**config.mk**
```make
export PLATFORM = sky130hd
export DESIGN_NAME = pss_ram
export DESIGN_NICKNAME = d
export VERILOG_FILES = /design/src/rtl/pss_ram.sv
export SDC_FILE = /design/constraint.sdc
export NUM_CORES = 1
export LEC_CHECK = 0
export ABC_AREA = 1
export BUFFER_PORTS_ARGS = -buffer_cell sky130_fd_sc_hd__clkbuf_2
export CAP_MARGIN = 20
export CORE_MARGIN = 3
export CORE_UTILIZATION = 45
export CTS_CLUSTER_DIAMETER = 150
export DETAILED_ROUTE_END_ITERATION = 8
export GPL_ROUTABILITY_DRIVEN = 0
export PLACE_DENSITY = 0.63
export SLEW_MARGIN = 20
export SYNTH_ARGS = -nofsm -noshare
export SYNTH_HDL_FRONTEND = slang
export SYNTH_SLANG_ARGS = --single-unit
```
**constraint.sdc**
```tcl
create_clock -name clk -period 3.5 [get_ports clk]
set_input_delay 0.7 -clock clk [delete_from_list [all_inputs] [get_ports clk]]
set_output_delay 0.7 -clock clk [all_outputs]
set_load 0.005 [all_outputs]
```
**src/rtl/pss_ram.sv**
```systemverilog
// Generic simple dual-port RAM, one write and one registered read port.
// No dependencies.
module pss_ram #(
  parameter int WIDTH = 8,
  parameter int DEPTH = 16
) (
  input  logic                     clk,
  input  logic                     we,
  input  logic [$clog2(DEPTH)-1:0] waddr,
  input  logic [WIDTH-1:0]         wdata,
  input  logic [$clog2(DEPTH)-1:0] raddr,
  output logic [WIDTH-1:0]         rdata
);

  logic [WIDTH-1:0] mem [DEPTH];

  always_ff @(posedge clk) begin
    if (we) begin
      mem[waddr] <= wdata;
    end
    rdata <= mem[raddr];
  end

endmodule

```
## Yosys cells after proc, flatten, opt, wreduce, memory -nomap -nowiden

Memories as Yosys holds them, arrays and structs flattened. A register that Yosys moved wholly into a read port is not among the register bits.
Cells that the tools add are included.

| storage, ports and cells | value |
|---|---|
| register bits | 0 |
| latch bits | 0 |
| memory bits (writable) | 128 |
| memory bits (read-only) | 0 |
| output and inout port bits | 8 |
| logic and storage cells | 3 |
| memories kept | 1 |

Memories:

| memory | depth | bits a word | rd ports | clocked after memory_dff | write ports | line | RTL |
|---|---|---|---|---|---|---|---|
| mem | 16 | 8 | 1 | 1 | 1 | 15 | `logic [WIDTH-1:0] mem [DEPTH];` |

| operators by class | value |
|---|---|
| $add $sub $neg | 0 |
| multipliers | 0 |
| divide/modulo/power cells | 0 |
| order comparisons | 0 |
| equality and inequality tests | 0 |
| shift operators | 0 |
| multiplexer cells | 2 |
| bitwise operators | 0 |
| reduce and logical (&&, ||, !) cells | 0 |

Operators with widths:

| kind | count |
|---|---|
| two-way mux 1 bit | 2 |

## Depth between registers and ports, before layout

| depth | value |
|---|---|
| depth after elaboration | 2 |
| gate-level depth with buffers | 8 |

## Least setup slack after synthesis

OpenSTA, ideal clock, no wires.

| timing path | value |
|---|---|
| kind | input -> register |
| start | input port waddr[2] |
| end | memory mem[10][0] (enable) |
| arrival time | 1.281 ns |
| data required time | 3.130 ns |
| path slack | 1.849 ns |
| stages | 2 |
| path buffers | 0 |
| path through | nand3b_1 > nor2_1 |

RTL lines:

| what | line | RTL |
|---|---|---|
| start, declared | 9 | `input logic [$clog2(DEPTH)-1:0] waddr,` |
| end, declared | 15 |  |

Straight into the memory's write port.

==> results.ini <==
[outcome]
status=finished clean

[clock_network]
postCtsHoldBufs=0
clkTransAtPathRegs_ns=0.05
cts_buffers=17
cts_tree=done
post_cts_resized=0
htree_levels=4
cts_sinks=136
root_buffer=clkbuf_16
cts_setup_buffers=0
cts_buffer_depth=2
clk_latency_ns=0.41

[cells_and_area]
area_delta_synth_final_pct=12.6
diodes=0
final_nets=591
layout-drive-gt1-share_pct=8.87
final_cell_area_um2=6490

[timing]
hold_ws_ns=0.653
rsz0062_at_grt=false
hold_violations=0
worstMarginPinSlew_ns=0.904
fin_ws_ns=1.59
drv_slew=0
maxSlewHeadroom_pct=39.5
fin_tns_setup_ns=0
setup_viol=0
period_minus_slack_ns=1.91
post-route-period-util_pct=54.6
fmax_mhz=523
skew_ns=0.00823

[worst_setup_path]
crit_path_max_fanout=64
crit_arrival_ns=2.21
reg2reg_from=mem[8][1]
cp-start-kind=input pin
worstReg2RegEnd=rdata[1]
crit_type=in2reg
worstPathRequired_ns=3.80
cp-end-kind=flip-flop
reg2reg_depth=6
reg2reg_slack_ns=2.41

[detailed_routing]
vias=3751
drcViolationCount=0
vias_per_cell=4.97
drt-initial-drc-count=330
firstDrtPassIters=5
drt-total-wl_mm=12.7
wl_per_cell_um=16.8
final_antenna_net_count=0

[yosys]
ys_ff_latch=136
synthesis.nets=569
seq_area_frac_synth_pct=69.4
syn-mean-instance-area_um2=10.5
synthDistinctLibCells=12
netlist_area_um2=5770
netlist_instances=551
synth_warnings=0

[floorplan]
die_x_um=119
die_area_um2=14200
fp-row-count=40
core_um2=12300
die_y_um=119
initial_core_util_pct=47.0
ios=26

[global_route]
grt_usage_pct=18.7
grt_pass1_wl_mm=19.7
antenna_found_initial=0
grt_max_degree=65
grt-ovfl-total=0
grt_pass1_vias=3484

[placed_design]
io_buffer_count=25
dpl_cell_area_um2=5950
post-dp-hpwl_mm=7.50
dp_slack_ns=1.14

[power_and_ir_drop]
irDropWorstVdd_mv=0.318
cellPowerDensity_nw_per_um2=566
leakagePower_uw=0.00279

[job]
maxCapViolCount=0

[hold_path]
holdPathEnd=rdata[7]
hp-start=mem[10][7]
hold_depth=6
hp-class=reg2reg

## cell type report
cell class	instances	area [um2]
Fill cell	1089	5770
Timing Repair Buffer	27	140
Clock inverter	4	43.8
Clock buffer	28	497
Multi-Input combinational cell	289	1210
Tap cell	168	210
Inverter	102	384
Sequential cell	136	4000
## worst max-delay path by stage
stage / from / end / slack, ns / depth (start not counted)
2_1_floorplan: waddr[2] / mem[10][0] / 1.85 / 2
3_3_place_gp: raddr[0] / rdata[1] / 1.16 / 7
3_5_place_dp: raddr[0] / rdata[2] / 1.14 / 7
4_1_cts: raddr[0] / rdata[5] / 1.56 / 7
5_1_grt: raddr[0] / rdata[6] / 1.36 / 8
6_report: raddr[0] / rdata[3] / 1.59 / 8
## cell usage after synthesis, drive strengths merged
cell type / n / area share [%]
nand3b: 2 / 0.26
edfxtp: 128 / 67
nand2: 173 / 11
nor2: 17 / 1.1
inv: 102 / 6.6
buf: 24 / 2.9
nand3: 97 / 8.4
dfxtp: 8 / 2.8
## critical path, cell delays in order
cell and delay (ns):
clkbuf_2 0.10, clkinv_2 0.68, nand2_1 0.23, nand2_1 0.08, nand2_1 0.07, nand3_1 0.11
nand3_1 0.14, nand2_1 0.08
## cell usage in the layout (no fill, tap or decap)
master     synthesis  final
nand3_1           97     97
inv_1            100    100
edfxtp_1         128    128
inv_2              2      1
clkinv_1           0      1
nor2_1            17     17
clkbuf_8           0      3
bufinv_16          0      1
dfxtp_1            8      8
buf_4              4      2
clkinv_2           0      3
clkbuf_16          0     17
nand3b_1           2      2
clkbuf_1           0      8
nand2_1          173    173
clkbuf_2           0     25
## kinds of logic (layout without fill, tap and decap cells)
group,Yosys count,in the layout,synth area share (%)
simple gates,289,289,21.0
buf+inv,126,161,9.52
flops,136,136,69.4
## registers in the layout, summed over array words and instances, names as in the netlist
name   count
mem      128
rdata      8
## through the flow
| step | utilization (%) | std cells | power [uW] |
|---|---|---|---|
| 2_1_floorplan | - | 551 | 1990 |
| 3_3_place_gp | 48.5 | 722 | 2070 |
| 3_5_place_dp | 48.5 | 722 | 2080 |
| 4_1_cts | 52.9 | 754 | 3700 |
| 5_1_grt | 52.9 | 754 | 3790 |
| 6_report | 52.9 | 754 | 3680 |
## report_power, final
group          total, uW  internal (uW)  switching, uW
clock               1630           1030            605
combinational        210           57.8            152
sequential          1830           1820           10.3
## layer usage
metal | global-route usage, % | vias to the layer above | share of wire [%]
li1 | - | 1820 | -
met5 | 0 | - | 0
met2 | 28.2 | 124 | 47
met3 | 4.51 | 22 | 5.6
met1 | 25.2 | 1785 | 45
met4 | 9.41 | 0 | 2.4
Note: power is estimated with default switching activity, not from simulation.
