### src/rtl/pss_pkg.sv
// Package for the polyline smoothing and simplification block.
// Types, field widths, register indexes and state encodings; no dependencies.
package pss_pkg;

  localparam int MAX_POINTS_DEF = 64;
  localparam int MIN_POLY       = 3;

  localparam int COORD_W = 32;
  localparam int THK_W   = 16;
  localparam int PASS_W  = 4;
  localparam int THR_W   = 18;
  localparam int UNIT_W  = 18;

  localparam int CFG_IDX_W  = 2;
  localparam int CFG_DATA_W = 18;

  localparam logic [CFG_IDX_W-1:0] CFG_POS_PASSES = 2'd0;
  localparam logic [CFG_IDX_W-1:0] CFG_THK_PASSES = 2'd1;
  localparam logic [CFG_IDX_W-1:0] CFG_BEND_THR   = 2'd2;

  localparam logic [PASS_W-1:0] POS_PASSES_RST = 4'd1;
  localparam logic [PASS_W-1:0] THK_PASSES_RST = 4'd0;
  localparam logic [THR_W-1:0]  BEND_THR_RST   = 18'd0;

  localparam int BEND_ONE = 65536;
  localparam int BEND_MAX = 131072;

  // unit direction arithmetic
  localparam int NORM_BIT = 19;             // largest magnitude lands in [2^19, 2^20)
  localparam int MAG_W    = NORM_BIT + 1;
  localparam int SQ_W     = 2 * MAG_W;
  localparam int SUM_W    = SQ_W + 2;
  localparam int ROOT_W   = SUM_W / 2;
  localparam int FRAC_W   = 16;
  localparam int QUO_W    = 18;
  localparam int NUM_W    = MAG_W + FRAC_W + 1;

  typedef struct packed {
    logic signed [COORD_W-1:0] pos_x;
    logic signed [COORD_W-1:0] pos_y;
    logic signed [COORD_W-1:0] pos_z;
    logic [THK_W-1:0]          width_in;
    logic                      end_of_stroke;
  } point_t;

  typedef struct packed {
    logic signed [COORD_W-1:0] out_x;
    logic signed [COORD_W-1:0] out_y;
    logic signed [COORD_W-1:0] out_z;
    logic [THK_W-1:0]          width_out;
    logic                      final_point;
    logic                      overflowed;
  } result_t;

  typedef struct packed {
    logic signed [COORD_W-1:0] x;
    logic signed [COORD_W-1:0] y;
    logic signed [COORD_W-1:0] z;
    logic [THK_W-1:0]          w;
  } entry_t;

  typedef enum logic [4:0] {
    S_IDLE,
    S_BEGIN,
    S_SM_START,
    S_SM_CAP0,
    S_SM_CAP1,
    S_SM_RDN,
    S_SM_CAPN,
    S_SM_DIV,
    S_SM_WR,
    S_CP_START,
    S_CP_CAPA,
    S_CP_NEXT,
    S_CP_CAPB,
    S_CP_UD,
    S_CP_MUL,
    S_CP_SUM,
    S_CP_CMP,
    S_CP_ADV,
    S_EM_NEXT,
    S_EM_OUT
  } state_t;

  typedef enum logic [2:0] {
    UD_IDLE,
    UD_NORM,
    UD_SQ,
    UD_SUM,
    UD_SQRT,
    UD_DIVI,
    UD_DIV,
    UD_FIN
  } ud_state_t;

endpackage

### src/rtl/pss_div3.sv
// Three-lane divide by three with rounding to nearest, four quotient bits a cycle.
// Depends on pss_pkg.
module pss_div3
  import pss_pkg::*;
(
  input  logic                      clk,
  input  logic                      rst,
  input  logic                      start,
  input  logic signed [COORD_W+1:0] sum [3],
  output logic                      done,
  output logic signed [COORD_W-1:0] q [3]
);

  localparam int DIG   = 4;
  localparam int DW    = 36;
  localparam int STEPS = DW / DIG;
  localparam int CNT_W = $clog2(STEPS);
  localparam logic [2:0] THREE = 3'd3;

  logic             busy;
  logic [CNT_W-1:0] cnt;
  logic [DW-1:0]    mag [3];
  logic [DW-1:0]    quo [3];
  logic [1:0]       rem [3];
  logic             neg [3];
  logic [DW-1:0]    mag_next [3];
  logic [DW-1:0]    quo_next [3];
  logic [1:0]       rem_next [3];
  logic signed [COORD_W+1:0] s_abs [3];

  always_comb begin
    logic [2:0]    t;
    logic [1:0]    r;
    logic [DW-1:0] m;
    logic [DW-1:0] qq;
    for (int k = 0; k < 3; k++) begin
      s_abs[k] = sum[k][COORD_W+1] ? -sum[k] : sum[k];
      r  = rem[k];
      m  = mag[k];
      qq = quo[k];
      for (int j = 0; j < DIG; j++) begin
        t  = {r, m[DW-1]};
        m  = m << 1;
        qq = {qq[DW-2:0], t >= THREE};
        if (t >= THREE) begin
          t = t - THREE;
        end
        r = t[1:0];
      end
      mag_next[k] = m;
      quo_next[k] = qq;
      rem_next[k] = r;
      q[k] = neg[k] ? -$signed(quo[k][COORD_W-1:0]) : $signed(quo[k][COORD_W-1:0]);
    end
  end

  always_ff @(posedge clk) begin
    if (rst) begin
      busy <= 1'b0;
      done <= 1'b0;
      cnt  <= '0;
    end else begin
      done <= 1'b0;
      if (start) begin
        busy <= 1'b1;
        cnt  <= '0;
      end else if (busy) begin
        cnt <= cnt + 1'b1;
        if (cnt == CNT_W'(STEPS - 1)) begin
          busy <= 1'b0;
          done <= 1'b1;
        end
      end
    end
  end

  always_ff @(posedge clk) begin
    for (int k = 0; k < 3; k++) begin
      if (start) begin
        mag[k] <= DW'($unsigned(s_abs[k])) + DW'(1);
        neg[k] <= sum[k][COORD_W+1];
        quo[k] <= '0;
        rem[k] <= '0;
      end else if (busy) begin
        mag[k] <= mag_next[k];
        quo[k] <= quo_next[k];
        rem[k] <= rem_next[k];
      end
    end
  end

endmodule

### config.mk
export PLATFORM = sky130hd
export DESIGN_NAME = pss_div3
export DESIGN_NICKNAME = d
export VERILOG_FILES = /design/src/rtl/pss_pkg.sv /design/src/rtl/pss_div3.sv
export SDC_FILE = /design/constraint.sdc
export NUM_CORES = 1
export LEC_CHECK = 0
export ABC_AREA = 0
export ABC_CLOCK_PERIOD_IN_PS = 9400
export BUFFER_PORTS_ARGS = -buffer_cell sky130_fd_sc_hd__buf_2
export CORE_ASPECT_RATIO = 1.4
export CORE_MARGIN = 8
export CORE_UTILIZATION = 55
export DETAILED_ROUTE_END_ITERATION = 16
export PLACE_DENSITY = 0.76
export SYNTH_ARGS = -nofsm -noshare
export SYNTH_HDL_FRONTEND = slang
export SYNTH_SLANG_ARGS = --single-unit
### constraint.sdc
create_clock -name clk -period 9.4 [get_ports clk]
set_input_delay 0.47 -clock clk [delete_from_list [all_inputs] [get_ports clk]]
set_output_delay 0.47 -clock clk [all_outputs]
set_load 0.005 [all_outputs]
After elaboration in Yosys (flattened, before gate mapping). Memories as Yosys holds them, arrays and structs flattened. Cells that the tools add are included.

Bits of input ports: 105. RAM bits: 225. Memories kept: 4. Word-level logic and storage cells: 90. Output and inout bits: 97. Register bits after elaboration: 6.

Memories: mag (depth 3, bits a word 36, read ports 3, clocked after Yosys merged registers in 0, wr ports 3, line pss_div3.sv:22) `logic [DW-1:0] mag [3];`; quo (depth 3, bits a word 36, read ports 3, clocked after Yosys merged registers in 0, wr ports 3, line pss_div3.sv:23) `logic [DW-1:0] quo [3];`; rem (depth 3, bits a word 2, read ports 3, clocked after Yosys merged registers in 0, wr ports 3, line pss_div3.sv:24) `logic [1:0] rem [3];`; neg (depth 3, bits a word 1, read ports 3, clocked after Yosys merged registers in 0, wr ports 3, line pss_div3.sv:25) `logic neg [3];`.

Reduce and logical (&&, ||, !) cells: 2. Multiplexer cells: 36. Add/subtract/negate cells: 22. Order comparisons: 12. Bitwise logic cells: 10. Equality and inequality tests: 1.

Operators with widths (count): 36-bit two-way mux (6); 34-bit by 1-bit adder with 35-bit output, second input constant (3); 34-bit two-way mux (3); 34-bit negation (3); 32-bit two-way mux (3); 32-bit negation (3); 3-bit by 2-bit greater-or-equal comparator with 1-bit output, second input constant (12); 2-bit two-way mux (15); 2-bit subtractor, second input constant (12); 1-bit two-way mux (9); 1-bit OR (9); 4-bit by 1-bit adder with 4-bit output, second input constant (1); 4-bit equality test, second input constant (1); 3-bit OR reduction (1); 2-bit OR reduction (1); 1-bit NOT (1).

Logic depth before layout (Yosys ltp). An unclocked memory read counts as a cell.

Depth after elaboration: 10. Gate-level depth with buffers: 16. Depth with buffers taken out: 16.

Worst setup path before layout. Ideal clock, no wire load.

Kind: input -> register. Start point: input start. End point: memory mag[0][0], enable pin. Required time: 7764 ps. Arrival: 4217 ps. Library setup time: 1636 ps. Buffers on the path: 1. Cell stages on the path: 3. Path slack: 3548 ps. Path through: clkinv_1 > clkbuf_1 > nand2_1.

RTL lines: start: declaration (line pss_div3.sv:8) `input logic start,`; end: declaration (line pss_div3.sv:22).

==> impl_metrics.tcl <==
set metrics [dict create \
    status "completed" \
    postCtsSetupRepairBufs 0 \
    insertion_delay_ps 520 \
    drive_above_1_share_pct 15.0 \
    route.vias.total 14100 \
    finalSetupViolations 0 \
    critPathSlowestCell "or4_1" \
    rsz0062_at_grt "false" \
    chipHeight_um 220 \
    worstHoldStart "rst" \
    start_util_pct 56.0 \
    ys_ff_latch 219 \
    clk_path_buf_depth 3 \
    drtPass1Iterations 5 \
    final_area_um2 18100 \
    max_freq_mhz 223 \
    grt_pass1_vias 13600 \
    critPathLaunchType "flop" \
    dieArea_um2 35500 \
    place_area_um2 17400 \
    ys_seq_area_share_pct 39.7 \
    slew_headroom_pct 26.5 \
    final.setup.tns_ps 0 \
    fp.coreArea_um2 29200 \
    drv_slew 0 \
    cp.arrival_ps 4020 \
    grt_overflow_total 0 \
    antenna_cells 0 \
    cpPeakStageDelay_ps 580 \
    wl_um 40200 \
    holdWs_ps 188 \
    die_w_um 162 \
    irDropWorstVdd_uv 139 \
    cts_resized 0 \
    io_buffers 201 \
    powerDensity_nw_per_um2 150 \
    hold_violations 0 \
    worst_slew_pin_slew_ps 1100 \
    cp_max_fo 6 \
    wl_per_cell_um 17.6 \
    syn_to_final_growth_pct 10.9 \
    critical_path.cell_chain "or4_1, or3_1, nor4_1, nand3_1, or3_1, or4_1, o41ai_1, xnor2_1, buf_2" \
    final_nets 2020 \
    startpoint "quo[2][4]" \
    synth_edf_count 209 \
    nFillCells 2504 \
    gp_congestion 0.905 \
    r2r_start "mag[0][35]" \
    cts_tree "done" \
    cts-buffers-inserted 23 \
    synthesis.nets 1906 \
    dp_hpwl_um 29600 \
    syn_inst 1778 \
    fin_skew_ps 6.42 \
    cts.reportedPaths.clkPinSlew_ps 60 \
    grt_max_degree 116 \
    drc 0 \
    hold_class "in2reg" \
    timing.final.ws_setup_ps 4910 \
    synth_async_sr_flop_share_pct 0 \
    endpoint_kind "output pin" \
    fin_crit_sh_pct 47.8 \
    synth_area_um2 16300 \
    syn_area_per_cell_um2 9.18 \
    critPathKind "reg2out" \
    synth_cell_types 80 \
    power_leakage_uw 0.00660 \
    row_count 74 \
    synth_flop_cell "edfxtp_1" \
    grt.total_usage_pct 21.6 \
    io_pins 202 \
    fin_crit_ps 4490 \
    maxCapViolCount 0 \
    hold_buffers 0 \
    antenna_found_initial 1 \
    pre_cts_ws_ps 4800 \
    grt_pass1_wl_um 65400 \
    yosys_warnings 0 \
    required_ps 8930 \
    clock_sinks 219 \
    htree_num_levels 1 \
    drt-initial-drc-count 937 \
    postRouteAntennaNets 0 \
    root_buffer "clkbuf_16" \
    viasPerCell 6.17 \
]
-- area by class of cell --
class                   count  area (µm²)  share of cell area [%]
well taps                 380         475                    2.62
flip-flops and latches    219        6480                    35.8
multi-input cells        1400        9260                    51.1
clock buffers              28         594                    3.28
repair buffers            210        1070                    5.93
inverters                  38         143                   0.787
clock inverters            14        93.8                   0.518
-- placed cells by master, fill, tap and decap left out, types with 6 or more instances in the layout --
| cell type | instances |
|---|---|
| a211oi_1 | 12 |
| a21oi_1 | 69 |
| a22o_1 | 6 |
| a31oi_1 | 10 |
| a41oi_1 | 9 |
| and2_1 | 9 |
| and3_1 | 98 |
| buf_2 | 201 |
| buf_4 | 9 |
| clkbuf_16 | 23 |
| clkinv_1 | 6 |
| dfxtp_1 | 9 |
| edfxtp_1 | 209 |
| ha_1 | 23 |
| inv_1 | 35 |
| mux2i_1 | 6 |
| nand2_1 | 142 |
| nand2b_1 | 28 |
| nand3_1 | 31 |
| nand3b_1 | 7 |
| nand4_1 | 29 |
| nor2_1 | 120 |
| nor2b_1 | 13 |
| nor3_1 | 56 |
| nor4_1 | 41 |
| nor4b_1 | 8 |
| o21a_1 | 12 |
| o21ai_0 | 95 |
| o22ai_1 | 9 |
| o31a_1 | 10 |
| o31ai_1 | 71 |
| o41ai_1 | 36 |
| or2_2 | 16 |
| or3_1 | 45 |
| or4_1 | 41 |
| xnor2_1 | 176 |
| xor2_1 | 74 |
-- flip-flops by register name, summed over array words and instances (netlist names) --
register	count
mag	108
quo	96
rem	6
cnt	4
neg	3
busy	1
done	1
-- synthesized netlist by cell type, types with 36 or more instances --
library cell	instances	share of area [%]
clkbuf_1	109	2.5
or4_1	41	1.9
xnor2_1	176	9.4
xor2_1	74	4.0
o41ai_1	36	1.9
or3_1	45	1.7
nor2_1	121	2.8
nor3_1	56	1.7
a21oi_1	69	2.1
o31ai_1	71	3.3
edfxtp_1	209	38
nor4_1	41	1.6
o21ai_0	95	2.9
nand2_1	144	3.3
and3_1	98	3.8
-- critical path, delay by kind of cell (launching register included) --
kind                      cells  cell delay [ps]
xor gates and xnor gates      1              160
buffers and inverters         1              130
and+or+nand+nor               6             2410
DFF                           1              470
AOI/OAI and AO/OA             1              340
-- worst paths after layout --
kind               end  slack [ps]  depth (start not counted)
min reg2reg  mag[2][0]         460                          2
max              q[29]        4910                          9
max reg2reg  rem[0][1]        5650                         16
min               busy         190                          2
-- per-stage QoR --
stage / cells / total power (µW) / utilization [%]
finish: 2289 / 2720 / 62.1
global route: 2289 / 2850 / 62.1
CTS: 2289 / 2740 / 62.1
global placement: 2247 / 1880 / 59.8
detailed placement: 2247 / 1900 / 59.8
floorplan: 1778 / 1700 / -
-- layer usage --
layer | share of wire, % | GRT usage (%)
met5 | 0.020 | 0
met3 | 4.8 | 2.71
met1 | 40 | 25.1
met2 | 53 | 40.8
met4 | 2.2 | 5.97
-- logic make-up after synthesis --
kind of cell / synth area share, %
DFF: 39.7
adders and majority gates: 1.76
xor gates and xnor gates: 13.4
buffers and inverters: 3.78
AOI/OAI and AO/OA: 17.1
and+or+nand+nor: 23.9
muxes: 0.368
-- report_power, final --
part           switching, µW  internal (µW)
clock                    379            457
sequential              68.0           1190
combinational            360            265
(Power assumes the default switching activity.)
