File: src/rtl/pss_pkg.sv
// Package for the polyline smoothing and simplification block.
// Types, field widths, register indexes and state encodings; no dependencies.
package pss_pkg;

  localparam int MAX_POINTS_DEF = 64;
  localparam int MIN_POLY       = 3;

  localparam int COORD_W = 32;
  localparam int THK_W   = 16;
  localparam int PASS_W  = 4;
  localparam int THR_W   = 18;
  localparam int UNIT_W  = 18;

  localparam int CFG_IDX_W  = 2;
  localparam int CFG_DATA_W = 18;

  localparam logic [CFG_IDX_W-1:0] CFG_POS_PASSES = 2'd0;
  localparam logic [CFG_IDX_W-1:0] CFG_THK_PASSES = 2'd1;
  localparam logic [CFG_IDX_W-1:0] CFG_BEND_THR   = 2'd2;

  localparam logic [PASS_W-1:0] POS_PASSES_RST = 4'd1;
  localparam logic [PASS_W-1:0] THK_PASSES_RST = 4'd0;
  localparam logic [THR_W-1:0]  BEND_THR_RST   = 18'd0;

  localparam int BEND_ONE = 65536;
  localparam int BEND_MAX = 131072;

  // unit direction arithmetic
  localparam int NORM_BIT = 19;             // largest magnitude lands in [2^19, 2^20)
  localparam int MAG_W    = NORM_BIT + 1;
  localparam int SQ_W     = 2 * MAG_W;
  localparam int SUM_W    = SQ_W + 2;
  localparam int ROOT_W   = SUM_W / 2;
  localparam int FRAC_W   = 16;
  localparam int QUO_W    = 18;
  localparam int NUM_W    = MAG_W + FRAC_W + 1;

  typedef struct packed {
    logic signed [COORD_W-1:0] pos_x;
    logic signed [COORD_W-1:0] pos_y;
    logic signed [COORD_W-1:0] pos_z;
    logic [THK_W-1:0]          width_in;
    logic                      end_of_stroke;
  } point_t;

  typedef struct packed {
    logic signed [COORD_W-1:0] out_x;
    logic signed [COORD_W-1:0] out_y;
    logic signed [COORD_W-1:0] out_z;
    logic [THK_W-1:0]          width_out;
    logic                      final_point;
    logic                      overflowed;
  } result_t;

  typedef struct packed {
    logic signed [COORD_W-1:0] x;
    logic signed [COORD_W-1:0] y;
    logic signed [COORD_W-1:0] z;
    logic [THK_W-1:0]          w;
  } entry_t;

  typedef enum logic [4:0] {
    S_IDLE,
    S_BEGIN,
    S_SM_START,
    S_SM_CAP0,
    S_SM_CAP1,
    S_SM_RDN,
    S_SM_CAPN,
    S_SM_DIV,
    S_SM_WR,
    S_CP_START,
    S_CP_CAPA,
    S_CP_NEXT,
    S_CP_CAPB,
    S_CP_UD,
    S_CP_MUL,
    S_CP_SUM,
    S_CP_CMP,
    S_CP_ADV,
    S_EM_NEXT,
    S_EM_OUT
  } state_t;

  typedef enum logic [2:0] {
    UD_IDLE,
    UD_NORM,
    UD_SQ,
    UD_SUM,
    UD_SQRT,
    UD_DIVI,
    UD_DIV,
    UD_FIN
  } ud_state_t;

endpackage

File: src/rtl/pss_udir.sv
// Unit direction of one segment: normalize, sum of squares, square root, divide.
// Depends on pss_pkg.
module pss_udir
  import pss_pkg::*;
(
  input  logic                     clk,
  input  logic                     rst,
  input  logic                     start,
  input  logic signed [COORD_W:0]  diff [3],
  output logic                     done,
  output logic signed [UNIT_W-1:0] u [3]
);

  localparam int CNT_W = $clog2(ROOT_W + 1);

  ud_state_t state, state_next;

  logic [COORD_W-1:0] m [3];
  logic               neg [3];
  logic [SQ_W-1:0]    sq [3];
  logic [SUM_W-1:0]   rad;
  logic [ROOT_W+1:0]  srem;
  logic [ROOT_W-1:0]  root;
  logic [CNT_W-1:0]   cnt;
  logic [QUO_W-1:0]   num [3];
  logic [ROOT_W-1:0]  drem [3];
  logic [QUO_W-1:0]   quo [3];

  logic [COORD_W-1:0] mx;
  logic [ROOT_W+3:0]  srem2;
  logic [ROOT_W+3:0]  trial;
  logic               sq_ge;
  logic [ROOT_W:0]    dt [3];
  logic               dge [3];
  logic [NUM_W-1:0]   numv [3];
  logic signed [COORD_W:0] dabs [3];

  always_comb begin
    mx = m[0];
    if (m[1] > mx) mx = m[1];
    if (m[2] > mx) mx = m[2];
    srem2 = {srem, rad[SUM_W-1:SUM_W-2]};
    trial = (ROOT_W+4)'({root, 2'b01});
    sq_ge = srem2 >= trial;
    for (int k = 0; k < 3; k++) begin
      dabs[k] = diff[k][COORD_W] ? -diff[k] : diff[k];
      dt[k]   = {drem[k], num[k][QUO_W-1]};
      dge[k]  = dt[k] >= {1'b0, root};
      numv[k] = {1'b0, m[k][MAG_W-1:0], {FRAC_W{1'b0}}} + NUM_W'(root >> 1);
      u[k]    = neg[k] ? -$signed(quo[k]) : $signed(quo[k]);
    end
  end

  always_comb begin
    state_next = state;
    case (state)
      UD_IDLE: begin
        if (start) state_next = UD_NORM;
      end
      UD_NORM: begin
        if (mx == '0) begin
          state_next = UD_FIN;
        end else if (mx[COORD_W-1:MAG_W] == '0 && mx[NORM_BIT]) begin
          state_next = UD_SQ;
        end
      end
      UD_SQ:   state_next = UD_SUM;
      UD_SUM:  state_next = UD_SQRT;
      UD_SQRT: begin
        if (cnt == CNT_W'(ROOT_W - 1)) state_next = UD_DIVI;
      end
      UD_DIVI: state_next = UD_DIV;
      UD_DIV: begin
        if (cnt == CNT_W'(QUO_W - 1)) state_next = UD_FIN;
      end
      UD_FIN:  state_next = UD_IDLE;
      default: state_next = UD_IDLE;
    endcase
  end

  always_comb begin
    done = (state == UD_FIN);
  end

  always_ff @(posedge clk) begin
    if (rst) begin
      state <= UD_IDLE;
    end else begin
      state <= state_next;
    end
  end

  always_ff @(posedge clk) begin
    case (state)
      UD_IDLE: begin
        for (int k = 0; k < 3; k++) begin
          m[k]   <= COORD_W'($unsigned(dabs[k]));
          neg[k] <= diff[k][COORD_W];
        end
      end
      UD_NORM: begin
        for (int k = 0; k < 3; k++) begin
          if (mx == '0) begin
            quo[k] <= '0;
          end else if (mx[COORD_W-1:MAG_W] != '0) begin
            m[k] <= m[k] >> 1;
          end else if (!mx[NORM_BIT]) begin
            m[k] <= m[k] << 1;
          end
        end
      end
      UD_SQ: begin
        for (int k = 0; k < 3; k++) begin
          sq[k] <= m[k][MAG_W-1:0] * m[k][MAG_W-1:0];
        end
      end
      UD_SUM: begin
        rad  <= SUM_W'(sq[0]) + SUM_W'(sq[1]) + SUM_W'(sq[2]);
        srem <= '0;
        root <= '0;
        cnt  <= '0;
      end
      UD_SQRT: begin
        rad  <= rad << 2;
        cnt  <= cnt + 1'b1;
        root <= {root[ROOT_W-2:0], sq_ge};
        srem <= sq_ge ? (ROOT_W+2)'(srem2 - trial) : (ROOT_W+2)'(srem2);
      end
      UD_DIVI: begin
        cnt <= '0;
        for (int k = 0; k < 3; k++) begin
          drem[k] <= ROOT_W'(numv[k][NUM_W-1:QUO_W]);
          num[k]  <= numv[k][QUO_W-1:0];
          quo[k]  <= '0;
        end
      end
      UD_DIV: begin
        cnt <= cnt + 1'b1;
        for (int k = 0; k < 3; k++) begin
          num[k]  <= num[k] << 1;
          quo[k]  <= {quo[k][QUO_W-2:0], dge[k]};
          drem[k] <= dge[k] ? ROOT_W'(dt[k] - {1'b0, root}) : dt[k][ROOT_W-1:0];
        end
      end
      default: begin
      end
    endcase
  end

endmodule

File: config.mk
export PLATFORM = sky130hd
export DESIGN_NAME = pss_udir
export DESIGN_NICKNAME = d
export VERILOG_FILES = /design/src/rtl/pss_pkg.sv /design/src/rtl/pss_udir.sv
export SDC_FILE = /design/constraint.sdc
export NUM_CORES = 2
export LEC_CHECK = 0
export BUFFER_PORTS_ARGS = -buffer_cell sky130_fd_sc_hd__buf_4
export CAP_MARGIN = 10
export CELL_PAD_IN_SITES_DETAIL_PLACEMENT = 1
export CELL_PAD_IN_SITES_GLOBAL_PLACEMENT = 2
export CORE_AREA = 2 2 434 350
export DETAILED_ROUTE_END_ITERATION = 8
export DIE_AREA = 0 0 436 352
export PLACE_DENSITY = 0.9
export SLEW_MARGIN = 40
export SYNTH_ARGS = -nofsm -noshare
export SYNTH_HDL_FRONTEND = slang
export SYNTH_SLANG_ARGS = --single-unit
File: constraint.sdc
create_clock -name clk -period 9.4 [get_ports clk]
set_clock_uncertainty 0.1 [all_clocks]
set_input_delay 0 -clock clk [delete_from_list [all_inputs] [get_ports clk]]
set_output_delay 0 -clock clk [all_outputs]
set_load 0.05 [all_outputs]
* Word level (Yosys, flattened, before mapping) *
Memories as Yosys holds them, arrays and structs flattened.
Index checks and enable logic that the tools add are counted.

storage, ports and cells
  register bits after elaboration = 94
  memory bits (writable) = 390
  bits of input ports = 102
  output and inout bits = 55
  word-level logic and storage cells = 137
  memories kept = 6

memory list
  name  words  width  rd ports  clocked after Yosys merged registers in  wr ports  RTL line        RTL
  sq    3      40     3         0                                        3         pss_udir.sv:20  logic [SQ_W-1:0] sq [3];
  m     3      32     3         0                                        3         pss_udir.sv:18  logic [COORD_W-1:0] m [3];
  drem  3      21     3         0                                        3         pss_udir.sv:26  logic [ROOT_W-1:0] drem [3];
  num   3      18     3         0                                        3         pss_udir.sv:25  logic [QUO_W-1:0] num [3];
  quo   3      18     3         0                                        3         pss_udir.sv:27  logic [QUO_W-1:0] quo [3];
  neg   3      1      3         0                                        3         pss_udir.sv:19  logic neg [3];

operators by class
  add/subtract/negate cells = 16
  multipliers = 3
  order comparisons = 6
  equal/unequal tests = 13
  multiplexer cells = 60
  bitwise logic cells = 18
  reduce and logical (&&, ||, !) cells = 10

operators by type and width
  operator            count
  $mux 32             11
  $mux 18             12
  $mux 21             6
  $mul 20x20->40      3
  $add 36x20->37      3
  $neg 32->32         3
  $pmux 42 s2         1
  $ge 22x21->1        3
  $gt 32x32->1        2
  $sub 21x21->21      3
  $neg 18->18         3
  $pmux 23 s2         1
  $add 41x40->42      1
  $pmux 21 s2         1
  $add 40x40->41      1
  $logic_not 32->1    1
  $ge 25x23->1        1
  $pmux 3 s8          1
  $mux 23             1
  $sub 23x23->23      1
  $mux 1              20
  $or 1x1->1          18
  $mux 3              5
  $eq 3x3->1 const B  4
  other kinds (14)    20

* Longest topological paths before layout *
An unclocked memory read counts as a cell.

  depth after elaboration = 12
  gate-level depth with buffers = 29
  gate-level depth less buffers = 27

* Worst setup path after synthesis *
Ideal clock, no wire load.

  kind = register to register
  start point = register state[0]
  end point = register cnt[0], enable pin
  setup time = 0.324 ns
  data arrival time = 7.288 ns
  data required time = 8.976 ns
  slack = 1.688 ns
  stages on the path, launching flop included = 5
  path buffers = 1
  period minus slack after synthesis = 7.712 ns
  cells stage by stage = dfxtp_1 > clkbuf_1 > nand2_1 > o21ai_0 > nand2b_1

between the ends
  cells in the longest elaborated chain, start to end = 3
  elaborated cells on any way between the ends = 7
  those cells by class = 4 x eq/ne; 3 x reduce/logical

ends and longest elaborated chain
  what                                             RTL line         RTL
  from (decl)                                      pss_udir.sv:16   ud_state_t state, state_next;
  from (signal assigned)                           pss_udir.sv:89   state <= state_next;
  $eq 3x3->1 / $eq 3x2->1 (equally long branches)  pss_udir.sv:94   case (state)
  $reduce_or 2->1 (no line)                        --
  $reduce_bool 2->1 (no line) *                    --
  to (signal assigned)                             pss_udir.sv:125  cnt <= cnt + 1'b1;
  to (signal assigned)                             pss_udir.sv:138  cnt <= cnt + 1'b1;
  to (decl)                                        pss_udir.sv:24   logic [CNT_W-1:0] cnt;

Mark *: on every way between the ends. The rest lies on a longest branch, timed or not.
A chain may end at the register's enable or synchronous reset.

==> results.py <==
metrics = {
    "run_status": {
        "status": "finished, final reports clean",
    },
    "global_route": {
        "antenna_found_initial": 16,
        "grt_overflow": 0,
        "grt_pass1_vias": 56570,
        "gr-usage-all-layers_pct": 29.04,
        "grt_pass1_wl_um": 343400,
        "grt_max_degree": 106,
    },
    "timing": {
        "max_freq_mhz": 118.9,
        "period_needed_ns": 8.410,
        "period_share_pct": 89.47,
        "relSlewSlack_pct": 36.73,
        "setup_tns_ns": 0,
        "finalSetupViolations": 0,
        "worst_pin_slew_ns": 0.9439,
        "maxSlewViolCount": 0,
        "hold_viol": 0,
        "rsz0062_at_grt": "false",
    },
    "clock_tree": {
        "cts_sinks": 449,
        "insertion_delay_ns": 0.74,
        "htreeDepth": 2,
        "cts_inserted_buffers": 57,
        "cts_buffer_depth": 3,
        "clk_pin_slew_ns": 0.07,
        "ctsRootBufferMaster": "clkbuf_16",
        "cts_tree": "done",
    },
    "finish": {
        "nNetsFinal": 8534,
        "drive_above_1_share_pct": 6.461,
        "area_growth_pct": 11.90,
    },
    "placement": {
        "place_congestion": 0.9529,
        "hpwl_um": 173800,
        "io_buffers": 156,
    },
    "synth": {
        "synth_xor_area_share_pct": 5.793,
        "synth_area_mm2": 0.06381,
        "synth.mux.area_fraction_pct": 1.206,
        "syn-num-nets": 8283,
        "synthArstFlopShare_pct": 0,
        "synth_compound_area_share_pct": 10.86,
        "synth.distinct_cells": 79,
        "ys_ff_latch": 449,
        "netlist_instances": 6650,
        "synthFlopType": "edfxtp_1",
        "yosysWarnings": 0,
        "synth-simple-area-share_pct": 12.10,
        "synth_edf_count": 445,
        "synth_top_family_by_area": "adder cells",
        "syn_area_per_cell_um2": 9.595,
        "synth_seq_area_share_pct": 21.07,
        "synth_fa_ha_area_share_pct": 40.45,
    },
    "routing": {
        "drc": 0,
        "wl_um": 220900,
        "wire_per_inst_um": 24.66,
        "drtIter0Drc": 3632,
        "postRouteAntennaNets": 0,
        "firstDrtPassIters": 6,
        "num_vias": 50680,
        "vias_per_cell": 5.659,
    },
    "critical_path": {
        "critPathMaxStageDelay_ns": 0.75,
        "cp_max_fo": 14,
        "cpMostUsedCell": "fa_1",
        "criticalPathCategory": "flip-flop to flip-flop",
        "required_ns": 9.75,
        "startpoint_type": "flip-flop",
        "r2r_cells": 24,
        "path_cells": "and2_1 -> inv_1 -> fa_1 -> inv_1 -> fa_1 -> fa_1 -> fa_1 -> inv_1 -> fa_1 -> inv_1 -> fa_1 -> fa_1 -> ha_1 -> and3_1 -> and2_1 -> o2111ai_1 -> o21ai_0 -> o21ai_1 -> or4_1 -> and3_1 -> nor2_1 -> a21o_1 -> a21oi_1 -> xnor2_1",
        "cp_num_cells": 24,
        "critical_path.endpoint_type": "flip-flop",
        "arrival_ns": 8.76,
        "crit_buf_inv": 4,
        "slowest_stage": "edfxtp_1",
        "crit_family": "adder cells",
    },
    "die": {
        "io_pins": 157,
        "dieArea_mm2": 0.1535,
        "core_mm2": 0.1491,
        "row_count": 127,
        "die_h_um": 352,
        "die_w_um": 436,
        "start_util_pct": 42.81,
    },
    "run": {
        "cap_violations": 0,
    },
    "hold_path": {
        "holdPathStages": 4,
        "hold_class": "primary input to flip-flop",
    },
}
[area by class of cell]
type | count | area [um2]
clock inverters | 45 | 579.3
repair buffers | 437 | 3806
fillers | 16870 | 77650
inverters | 1201 | 4509
well taps | 1999 | 2501
flip-flops and latches | 449 | 13440
multi-input cells | 4755 | 45090
clock buffers | 62 | 1445
diodes | 8 | 20.02
[layout by cell type (no fill, tap or decap), types with 82 or more instances in the layout]
master / instances
a21o_1: 120
a21oi_1: 266
and2_1: 178
and3_1: 82
buf_4: 266
dlygate4sd3_1: 160
edfxtp_1: 445
fa_1: 886
ha_1: 645
inv_1: 1180
nand2_1: 508
nor2_1: 437
o21ai_0: 312
xnor2_1: 264
xor2_1: 156
[per-stage QoR]
step / hold slack (ns) / setup WS (ns) / area, um2 / utilization, % / std cells
CTS: 0.03150 / 1.060 / 71330 / 47.86 / 8947
detailed placement: 0.1136 / 1.155 / 67710 / 45.43 / 8680
global placement: 0.1080 / 1.235 / 67590 / 45.35 / 8676
global route: 0.1629 / 0.6205 / 71400 / 47.90 / 8956
floorplan: -0.03093 / 1.688 / 63810 / - / 6650
finish: 0.1519 / 0.9898 / 71400 / 47.90 / 8956
[Yosys cell counts, types with 9 or more instances]
cell      count  area share, %
xor2_1      156            2.1
clkinv_1     16          0.094
a21o_1      120            1.4
and3_1       82           0.80
fa_1        886             28
a22oi_1      73           0.86
buf_1        22           0.13
or3_1        34           0.33
o21bai_1     29           0.34
nor4_1       40           0.39
o21ai_0     315            2.5
o211ai_1     24           0.28
nor2_1      440            2.6
xnor2_1     266            3.7
nor2b_1      57           0.56
or4_1        22           0.26
a211o_1       9           0.12
a221oi_1     11           0.15
nand2_1     510            3.0
and2_1      178            1.7
a31oi_1      24           0.24
o31ai_1      51           0.60
inv_1      1182            7.0
a21oi_1     268            2.1
nand2b_1     56           0.55
ha_1        645             13
nor3_1       63           0.49
mux2i_1      69            1.1
a211oi_1     40           0.47
nand4_1      40           0.39
nand3_1      62           0.49
o41ai_1      23           0.32
o21a_1       35           0.41
edfxtp_1    445             21
clkbuf_1    218            1.3
or2_2        17           0.17
[flip-flops by register name, indices dropped and copies added, names as in the netlist]
signal / flops
root: 21
quo: 54
cnt: 5
m: 96
state: 3
neg: 3
sq: 117
srem: 23
rad: 42
drem: 63
num: 22
[worst min-delay path, stage by stage]
cell and delay (ns):
dlygate4sd3_1 0.57, buf_4 0.16, nand2_1 0.07, a311oi_1 0.11
[final timing paths]
kind                          end  slack [ns]                 start
min          m[2][0]$_SDFFE_PP0P_        0.15               diff[0]
max          sq[0][114]$_DFFE_PP_        0.99     m[2][6]$_DFFE_PP_
min reg2reg  num[0][42]$_DFFE_PP_        0.43  num[0][41]$_DFFE_PP_
max reg2reg  sq[0][114]$_DFFE_PP_        0.99     m[2][6]$_DFFE_PP_
[cells by family (layout without fill, tap and decap cells)]
group,Yosys count,count (layout)
other cells,0,8
compound gates,1100,1100
buf+inv,1446,1745
mux,76,76
xor+xnor,422,422
simple gates,1626,1626
fa+ha+maj,1531,1531
flops,449,449
[metal layers]
metal	vias to the layer above	part of all wire, %	GRT usage (%)
li1	22320	-	-
met1	26050	41	37.99
met2	1839	46	47.07
met3	472	7.4	5.190
met4	8	5.1	12.90
met5	-	0.026	0
[what timing repair did]
action	4_1_cts	5_1_grt
buffers inserted	0	0
endpoints found under the hold margin	102	0
hold buffers	160	0
resized for setup	0	0
Power is not shown: default switching activity piles up to over one toggle a cycle in this logic, so the estimate is an artifact.
